[src/design/moving_sum_lowpass_delayed_core_macros.svh]
// Assertion helpers used by the top-level core design file.
`ifndef MOVING_SUM_LOWPASS_DELAYED_CORE_MACROS_SVH
`define MOVING_SUM_LOWPASS_DELAYED_CORE_MACROS_SVH

// Same-cycle implication, disabled while reset is asserted.
`define MSLD_ASSERT_NOW(label, clk, rstn, ante, cons, msg) \
    label: assert property (@(posedge clk) disable iff (!rstn) (ante) |-> (cons)) \
        else $error(msg);

// Next-cycle implication, disabled while reset is asserted.
`define MSLD_ASSERT_NEXT(label, clk, rstn, ante, cons, msg) \
    label: assert property (@(posedge clk) disable iff (!rstn) (ante) |=> (cons)) \
        else $error(msg);

`endif

[src/design/msld_pkg.sv]
`default_nettype none

package msld_pkg;

    localparam int SCALE_SHIFT = 4;

    typedef struct packed {
        logic adv;
        logic clr;
    } msld_ctrl_t;

endpackage

`default_nettype wire

[src/design/msld_cell.sv]
`default_nettype none

module msld_cell
    import msld_pkg::*;
#(
    parameter int W = 16
) (
    input  wire logic         aclk,
    input  wire msld_ctrl_t   ctrl,
    input  wire logic [W-1:0] d,
    output logic      [W-1:0] q
);

    logic [W-1:0] q_reg;

    always_ff @(posedge aclk) begin
        if (ctrl.adv) begin
            q_reg <= ctrl.clr ? '0 : d;
        end
    end

    assign q = q_reg;

endmodule

`default_nettype wire

[src/design/msld_window.sv]
`default_nettype none

module msld_window
    import msld_pkg::*;
#(
    parameter int WINDOW      = 16,
    parameter int SAMPLE_BITS = 16,
    parameter int SUM_W       = 21
) (
    input  wire logic                          aclk,
    input  wire msld_ctrl_t                    ctrl,
    input  wire logic signed [SAMPLE_BITS-1:0] sample,
    output logic signed      [SUM_W-1:0]       sum_next
);

    logic [SAMPLE_BITS-1:0] tap [WINDOW];
    logic signed [SUM_W-1:0] sum_reg;
    logic signed [SUM_W-1:0] base;
    logic signed [SUM_W-1:0] oldest;
    msld_ctrl_t head_ctrl;

    assign head_ctrl = '{adv: ctrl.adv, clr: 1'b0};

    for (genvar i = 0; i < WINDOW; i++) begin : g_tap
        if (i == 0) begin : g_head
            msld_cell #(.W(SAMPLE_BITS)) u_cell (
                .aclk (aclk),
                .ctrl (head_ctrl),
                .d    (sample),
                .q    (tap[i])
            );
        end else begin : g_body
            msld_cell #(.W(SAMPLE_BITS)) u_cell (
                .aclk (aclk),
                .ctrl (ctrl),
                .d    (tap[i-1]),
                .q    (tap[i])
            );
        end
    end

    // A new record starts from an empty window, so the oldest sample reads as zero.
    always_comb begin
        base     = ctrl.clr ? '0 : sum_reg;
        oldest   = ctrl.clr ? '0 : SUM_W'($signed(tap[WINDOW-1]));
        sum_next = base + SUM_W'(sample) - oldest;
    end

    always_ff @(posedge aclk) begin
        if (ctrl.adv) begin
            sum_reg <= sum_next;
        end
    end

endmodule

`default_nettype wire

[src/design/msld_delay.sv]
`default_nettype none

module msld_delay
    import msld_pkg::*;
#(
    parameter int DEPTH = 8,
    parameter int W     = 16
) (
    input  wire logic         aclk,
    input  wire logic         adv,
    input  wire logic [W-1:0] d,
    output logic      [W-1:0] q
);

    logic [W-1:0] tap [DEPTH];
    msld_ctrl_t   cell_ctrl;

    assign cell_ctrl = '{adv: adv, clr: 1'b0};

    for (genvar i = 0; i < DEPTH; i++) begin : g_tap
        if (i == 0) begin : g_head
            msld_cell #(.W(W)) u_cell (
                .aclk (aclk),
                .ctrl (cell_ctrl),
                .d    (d),
                .q    (tap[i])
            );
        end else begin : g_body
            msld_cell #(.W(W)) u_cell (
                .aclk (aclk),
                .ctrl (cell_ctrl),
                .d    (tap[i-1]),
                .q    (tap[i])
            );
        end
    end

    assign q = tap[DEPTH-1];

endmodule

`default_nettype wire

[src/design/moving_sum_lowpass_delayed_core.sv]
// Channel   Direction  Payload
// s_        in         tdata: sample; tuser: first
// m_        out        tdata: filtered
//
// One request is taken every cycle unless the m_ side stalls; its result appears
// in the output register on the following cycle. The rate is set by the running-sum
// update over the window cell chain. s_tready is high whenever the output register is
// empty or being emptied, so a stalled m_ side holds one result and stops input.
// Reset is synchronous and active low; the first request after reset starts a record.
`default_nettype none

`include "moving_sum_lowpass_delayed_core_macros.svh"

module moving_sum_lowpass_delayed_core
    import msld_pkg::*;
#(
    parameter int WINDOW       = 16,
    parameter int OUTPUT_DELAY = 8,
    parameter int SAMPLE_BITS  = 16,
    localparam int TDATA_W     = ((SAMPLE_BITS + 7) / 8) * 8
) (
    input  wire logic               aclk,
    input  wire logic               aresetn,
    input  wire logic               s_tvalid,
    output logic                    s_tready,
    input  wire logic [TDATA_W-1:0] s_tdata,   // sample
    input  wire logic               s_tuser,   // first
    output logic                    m_tvalid,
    input  wire logic               m_tready,
    output logic      [TDATA_W-1:0] m_tdata    // filtered
);

    localparam int SUM_W = SAMPLE_BITS + $clog2(WINDOW) + 1;
    localparam int CNT_W = $clog2(OUTPUT_DELAY + 1);
    localparam logic signed [SUM_W-1:0] SAT_HI =
        SUM_W'((64'sd1 <<< (SAMPLE_BITS - 1)) - 64'sd1);
    localparam logic signed [SUM_W-1:0] SAT_LO = -SAT_HI - SUM_W'(1);
    localparam logic [CNT_W-1:0] CNT_FULL = CNT_W'(OUTPUT_DELAY);

    logic                          accept;
    logic                          clr;
    msld_ctrl_t                    win_ctrl;
    logic signed [SAMPLE_BITS-1:0] sample;
    logic signed [SUM_W-1:0]       sum_next;
    logic signed [SUM_W-1:0]       shifted;
    logic [SAMPLE_BITS-1:0]        scaled;
    logic [SAMPLE_BITS-1:0]        delayed;
    logic [CNT_W-1:0]              cnt_eff;
    logic [SAMPLE_BITS-1:0]        result;

    logic [CNT_W-1:0]              count_reg;
    logic [CNT_W-1:0]              count_next;
    logic [SAMPLE_BITS-1:0]        first_scaled_reg;
    logic [SAMPLE_BITS-1:0]        first_scaled_next;
    logic [SAMPLE_BITS-1:0]        tdata_reg;
    logic [SAMPLE_BITS-1:0]        tdata_next;
    logic                          m_tvalid_reg;
    logic                          m_tvalid_next;

    assign s_tready = !m_tvalid_reg || m_tready;
    assign accept   = s_tvalid && s_tready;
    assign sample   = s_tdata[SAMPLE_BITS-1:0];

    // The count is zero only straight after reset, which starts a record as well.
    assign clr      = s_tuser || (count_reg == '0);
    assign cnt_eff  = clr ? '0 : count_reg;
    assign win_ctrl = '{adv: accept, clr: clr};

    msld_window #(
        .WINDOW      (WINDOW),
        .SAMPLE_BITS (SAMPLE_BITS),
        .SUM_W       (SUM_W)
    ) u_window (
        .aclk     (aclk),
        .ctrl     (win_ctrl),
        .sample   (sample),
        .sum_next (sum_next)
    );

    msld_delay #(
        .DEPTH (OUTPUT_DELAY),
        .W     (SAMPLE_BITS)
    ) u_delay (
        .aclk (aclk),
        .adv  (accept),
        .d    (scaled),
        .q    (delayed)
    );

    always_comb begin
        shifted = sum_next >>> SCALE_SHIFT;
        if (shifted > SAT_HI) begin
            scaled = SAT_HI[SAMPLE_BITS-1:0];
        end else if (shifted < SAT_LO) begin
            scaled = SAT_LO[SAMPLE_BITS-1:0];
        end else begin
            scaled = shifted[SAMPLE_BITS-1:0];
        end

        if (cnt_eff == '0) begin
            result = scaled;
        end else if (cnt_eff < CNT_FULL) begin
            result = first_scaled_reg;
        end else begin
            result = delayed;
        end
    end

    always_comb begin
        count_next        = count_reg;
        first_scaled_next = first_scaled_reg;
        tdata_next        = tdata_reg;
        m_tvalid_next     = m_tvalid_reg;
        if (m_tready) begin
            m_tvalid_next = 1'b0;
        end
        if (accept) begin
            count_next    = (cnt_eff < CNT_FULL) ? cnt_eff + CNT_W'(1) : cnt_eff;
            tdata_next    = result;
            m_tvalid_next = 1'b1;
            if (cnt_eff == '0) begin
                first_scaled_next = scaled;
            end
        end
    end

    always_ff @(posedge aclk) begin
        if (!aresetn) begin
            count_reg    <= '0;
            m_tvalid_reg <= 1'b0;
        end else begin
            count_reg    <= count_next;
            m_tvalid_reg <= m_tvalid_next;
        end
    end

    always_ff @(posedge aclk) begin
        first_scaled_reg <= first_scaled_next;
        tdata_reg        <= tdata_next;
    end

    assign m_tvalid = m_tvalid_reg;
    assign m_tdata  = TDATA_W'(tdata_reg);

    `MSLD_ASSERT_NEXT(a_accept_gives_result, aclk, aresetn,
        accept, m_tvalid_reg, "accepted request produced no result")
    `MSLD_ASSERT_NOW(a_count_bounded, aclk, aresetn,
        1'b1, count_reg <= CNT_FULL, "sample count passed its limit")
    `MSLD_ASSERT_NEXT(a_first_restarts_count, aclk, aresetn,
        accept && s_tuser, count_reg == CNT_W'(1), "record start did not restart the count")
    `MSLD_ASSERT_NOW(a_ready_when_empty, aclk, aresetn,
        !m_tvalid_reg, s_tready, "input stalled with an empty output register")

endmodule

`default_nettype wire

[config.mk]
export PLATFORM = sky130hd
export DESIGN_NAME = moving_sum_lowpass_delayed_core
export DESIGN_NICKNAME = d
export VERILOG_FILES = /design/src/design/msld_pkg.sv /design/src/design/msld_cell.sv /design/src/design/msld_window.sv /design/src/design/msld_delay.sv /design/src/design/moving_sum_lowpass_delayed_core.sv
export VERILOG_INCLUDE_DIRS = /design/src /design/src/design
export SDC_FILE = /design/constraint.sdc
export NUM_CORES = 1
export LEC_CHECK = 0
export ABC_AREA = 1
export BUFFER_PORTS_ARGS = -buffer_cell sky130_fd_sc_hd__buf_2
export CAP_MARGIN = 10
export CORE_ASPECT_RATIO = 0.8
export CORE_MARGIN = 4
export CORE_UTILIZATION = 30
export CTS_CLUSTER_DIAMETER = 200
export CTS_CLUSTER_SIZE = 12
export DETAILED_ROUTE_END_ITERATION = 7
export GPL_ROUTABILITY_DRIVEN = 0
export PLACE_DENSITY_LB_ADDON = 0.08
export SLEW_MARGIN = 20
export SYNTH_ARGS = -nofsm -noshare
export SYNTH_HDL_FRONTEND = slang
export SYNTH_SLANG_ARGS = --single-unit
[constraint.sdc]
create_clock -name aclk -period 16.53 [get_ports aclk]
set_input_delay 1.653 -clock aclk [delete_from_list [all_inputs] [get_ports aclk]]
set_output_delay 1.653 -clock aclk [all_outputs]
set_load 0.005 [all_outputs]
-- Word-level counts from Yosys, hierarchy flattened
Cells that the tools add are included.
- register bits after elaboration: 442
- bits of input ports: 21
- output and inout bits: 18
- word-level logic and storage cells: 53
- add/sub/neg operators: 3
- order comparisons: 3
- muxes and demuxes: 10
- reductions and logical operators: 8
- operators by type and width (kind ; count):
    2-to-1 mux 16 bit ; 4
    2-to-1 mux 21 bit ; 2
    adder 21 x 16 -> 21 bit ; 1
    subtractor 21 bit ; 1
    > comparator 17 x 16 -> 1 bit, second input constant ; 1
    less-than comparator 17 x 16 -> 1 bit, second input constant ; 1
    zero test 4 bit ; 2
    2-to-1 mux 4 bit ; 2
    adder 4 x 1 -> 4 bit, second input constant ; 1
    less-than comparator 4 bit, second input constant ; 1
    logical OR 1 bit ; 2
    2-to-1 mux 1 bit ; 2
    AND reduction 2 bit ; 1
    nonzero test 2 bit ; 1
    logical AND 1 bit ; 1
    zero test 1 bit ; 1

-- Depth between registers and ports, before layout
- depth after elaboration: 9
- mapped depth: 24
- depth with buffers taken out: 23

-- Hierarchy
Synthesis repeated with hierarchy kept, for this count alone.
- cell total of the unflattened synthesis: 1858
- area, all modules: 20050.5 µm²
- modules (own cells, without submodules) (module ; instances ; cells each ; area each (µm²) ; seq. area each (µm²)):
    msld_cell ; 24 ; 50 ; 634.4 ; 480.5
    msld_window ; 1 ; 423 ; 2916.5 ; 630.6
    moving_sum_lowpass_delayed_core ; 1 ; 234 ; 1905.6 ; 1061.0
    msld_delay ; 1 ; 1 ; 3.8 ; 0.0

-- Worst setup path before layout
Ideal clock, no wire load.
- path kind: input to register
- start point: in m_tready
- end point: reg count_reg[1]
- data arrival time: 11.488 ns
- data required time: 16.374 ns
- setup slack: 4.886 ns
- stages on the path: 7
- path buffers: 0
- cell sequence: inv_1 nand2_1 nand2_1 inv_1 nand2_1 o211ai_1 a21oi_1
- longest elaborated chain between the ends: 2
- ends and longest elaborated chain (item ; RTL line ; RTL):
    start, declared ; moving_sum_lowpass_delayed_core.sv:29 ; input wire logic m_tready,
    logical OR 1 bit ; moving_sum_lowpass_delayed_core.sv:60 ; assign s_tready = !m_tvalid_reg || m_tready;
    named net s_tready ; moving_sum_lowpass_delayed_core.sv:25 ; output logic s_tready,
    logical AND 1 bit ; moving_sum_lowpass_delayed_core.sv:61 ; assign accept = s_tvalid && s_tready;
    named net accept ; moving_sum_lowpass_delayed_core.sv:40 ; logic accept;
    end signal, assigned ; moving_sum_lowpass_delayed_core.sv:132 ; count_reg <= count_next;
    end, declared ; moving_sum_lowpass_delayed_core.sv:51 ; logic [CNT_W-1:0] count_reg;
The timed path passes the listed nets, and every way through them passes these cells.
A chain may end at the register's enable or synchronous reset.

-- Final worst setup path
- start point: in s_tuser
- end point: reg tdata_reg[2], in the netlist m_tdata[2], data pin
- longest elaborated chain between the ends: 8
- elaborated cells on any way between the ends: 14
- ends and longest elaborated chain (item ; RTL line ; RTL):
    start, declared ; moving_sum_lowpass_delayed_core.sv:27 ; input wire logic s_tuser,
    logical OR 1 bit * ; moving_sum_lowpass_delayed_core.sv:65 ; assign clr = s_tuser || (count_reg == '0);
    2-to-1 mux 21 bit ; msld_window.sv:44 ; base = ctrl.clr ? '0 : sum_reg;
    adder 21 x 16 -> 21 bit ; msld_window.sv:46 ; sum_next = base + SUM_W'(sample) - oldest;
    subtractor 21 bit * ; msld_window.sv:46 ;
    less-than comparator 17 x 16 -> 1 bit ; moving_sum_lowpass_delayed_core.sv:94 ; end else if (shifted < SAT_LO) begin
    2-to-1 mux 16 bit ; moving_sum_lowpass_delayed_core.sv:94 ;
    2-to-1 mux 16 bit * ; moving_sum_lowpass_delayed_core.sv:92 ; if (shifted > SAT_HI) begin
    named net scaled[2] ; moving_sum_lowpass_delayed_core.sv:46 ; logic [SAMPLE_BITS-1:0] scaled;
    2-to-1 mux 16 bit * ; moving_sum_lowpass_delayed_core.sv:100 ; if (cnt_eff == '0) begin
    named net result[2] ; moving_sum_lowpass_delayed_core.sv:49 ; logic [SAMPLE_BITS-1:0] result;
    end signal, assigned ; moving_sum_lowpass_delayed_core.sv:139 ; tdata_reg <= tdata_next;
    end, declared ; moving_sum_lowpass_delayed_core.sv:55 ; logic [SAMPLE_BITS-1:0] tdata_reg;
The timed path passes the listed nets; every way through them passes the cells marked *.

==> metrics.yaml <==
outcome:
  outcome: "complete, no violations"
synth:
  postSynthAreaPerCell_sq_um: 12.05
  yosysWarnings: 0
  synth.yosys.seq_area_share_pct: 72.76
  synth_top_flop_cell: "edfxtp_1"
  synth_edf_count: 437
  ys_types: 34
  synth_seq_cells: 442
  synth_area_leaders: "edfxtp_1, inv_1, nor2_1, nand2_1, fa_1"
  synth_largest_area_cell: "edfxtp_1"
  synthesis.area_sq_mm: 0.01817
  synth_top_area_share_pct: 72.21
  async_flop_share_pct: 0
  synth.net_count: 1573
  syn_inst: 1508
clocking:
  cts_htree_levels: 2
  insertion_delay_ns: 0.56
  cts.clk_slew.worst_paths_ns: 0.06
  cts.sinks: 442
  post_cts_resized: 0
  cts.path.max_buffers: 3
  cts_tree: "built"
  hold_buffers: 0
  numCtsBuffers: 42
  cts_setup_buffers: 0
  cts-root-buf: "clkbuf_16"
grt:
  grt.total_usage_pct: 10.64
  grt_pass1_wl_mm: 54.64
  grt_util_met1_pct: 16.64
  antenna_found_initial: 0
  top_usage_layer: "met1"
  met3_usage_pct: 2.495
  grt_overflow: 0
  met2_usage_pct: 14.56
  grt_max_degree: 134
  grt_pass1_vias: 9485
setup_path:
  arrival_ns: 5.77
  cp_max_fo: 99
  worstPathRequired_ns: 16.84
  setup.worst_path.end_class: "flop"
  critical_path_class: "primary input to flop"
  critPathLaunchType: "primary input"
power:
  powerDensity_mw_per_mm2: 133.4
  p_leak_nw: 8.408
  clock_power_share_pct: 32.7
  p_comb_share_pct: 14.2
  swShare_pct: 26.33
  switchingPower_mw: 0.7165
  seqPwrFrac_pct: 53.1
  peakVddDrop_mv: 0.05641
  power_report.internal_total_mw: 2.005
  finalPower_mw: 2.721
final_layout:
  final_cell_mix: "edfxtp_1, inv_1, nor2_1"
  utilization_pct: 34.14
  drive_above_1_share_pct: 8.790
  layout-area-overhead-vs-synth_pct: 12.27
  largest_reg_flops: 240
  nets: 1625
  fillers: 5997
  final_area_sq_mm: 0.02040
  antennaDiodeCount: 0
  final_common_cell: "edfxtp_1"
place:
  portBuffers: 38
  dp.final_hpwl_mm: 20.62
  placed_cell_area_sq_mm: 0.01924
detailed_routing:
  vias: 9713
  first_pass_iters: 5
  drt-total-wl_mm: 34.69
  routedWlPerCell_um: 14.77
  drtIter0Drc: 786
  ant_nets: 0
  via_per_inst: 4.135
  drc_errors: 0
floorplan:
  fp-row-count: 80
  start_util_pct: 30.41
  die_w_um: 283.2
  boundaryPins: 39
  fp.coreArea_sq_mm: 0.05976
  dieHeight_um: 228.1
  die-area_sq_mm: 0.06460
timing:
  rsz0062_at_grt: "no"
  maxSlewViolCount: 0
  setup_viol: 0
  final_hold_viol_count: 0
  max_freq_mhz: 183.4
  fin_setup_tns_ns: 0
  slew_headroom_pct: 29.49
  finalCritPeriodShare_pct: 32.98
  min_period_ns: 5.452
  skew_ns: 0.01379
  worst_pin_slew_ns: 1.058
hold_path:
  hold_path_class: "flop to flop"
flow_run:
  cap_violations: 0
[final timing paths]
kind                                                          start                                   to  slack [ns]  cells after the start
worst min-delay path            u_delay.g_tap[3].g_body.u_cell.q[6]  u_delay.g_tap[4].g_body.u_cell.q[6]        0.42                      0
worst max-delay path                                        s_tuser                           m_tdata[2]       11.08                     20
worst min register to register  u_delay.g_tap[3].g_body.u_cell.q[6]  u_delay.g_tap[4].g_body.u_cell.q[6]        0.42                      0
worst max register to register                         count_reg[3]                           m_tdata[2]       11.69                     20
[critical path: stages]
cell and delay (ns):
buf_2 0.09, inv_1 0.10, nand2_8 0.44, buf_4 0.73
nor2_1 0.14, fa_1 0.53, inv_1 0.07, fa_1 0.50
nand2_1 0.10, nand2_1 0.06, o21ai_2 0.09, inv_1 0.12
nand2_1 0.14, nand3_2 0.10, nand2_1 0.09, nand2_2 0.07
nand2_4 0.28, nand2_1 0.18, nand2_1 0.09, nand2_1 0.04
[power by group through the flow]
| stage | Clock [mW] | Sequential (mW) | Combinational [mW] |
|---|---|---|---|
| after floorplan | 0 | 1.47 | 0.273 |
| after global placement | 0 | 1.47 | 0.394 |
| after detailed placement | 0 | 1.47 | 0.393 |
| after CTS | 0.934 | 1.45 | 0.395 |
| after global routing | 0.976 | 1.46 | 0.443 |
| final | 0.889 | 1.45 | 0.386 |
[synth_stat cells, types with 7 or more instances]
| library cell | number |
|---|---|
| inv_1 | 359 |
| nor2_1 | 285 |
| clkbuf_1 | 31 |
| nand4_1 | 11 |
| nand2_2 | 8 |
| inv_2 | 9 |
| a21oi_1 | 32 |
| a21oi_2 | 10 |
| nand2_1 | 192 |
| ha_1 | 24 |
| edfxtp_1 | 437 |
| xor2_1 | 7 |
| fa_1 | 20 |
| nand3_1 | 27 |
[per-stage QoR]
stage / hold slack [ns] / setup WS (ns) / std cells
detailed placement: 0.4045 / 10.41 / 2295
finish: 0.4174 / 11.08 / 2349
CTS: 0.4179 / 11.00 / 2349
floorplan: 0.4003 / 4.886 / 1508
global route: 0.4193 / 10.70 / 2349
global placement: 0.4005 / 10.45 / 2295
[metal layers]
layer | part of all wire, % | vias to the layer above
li1 | - | 4843
met4 | 1.9 | 0
met2 | 40 | 135
met1 | 53 | 4690
met3 | 5.1 | 45
met5 | 0 | -
[cell type report]
class	instances	area, sq um	area share, %
sequential	442	13220	64.81
multi-input combinational	660	3403	16.68
inverter	369	1395	6.838
clock buffer	53	1156	5.667
tap	779	974.7	4.777
timing repair buffer	45	246.5	1.208
clock inverter	1	3.754	0.01840
[kinds of logic after synthesis]
kind of cell,after synthesis,share of synthesized area (%)
xor gates and xnor gates,11,0.5301
and+or+nand+nor,547,12.35
buffers and inverters,406,8.558
DFF,442,72.76
AOI/OAI and AO/OA,58,1.948
adders and majority gates,44,3.856
(Power assumes the default switching activity.)
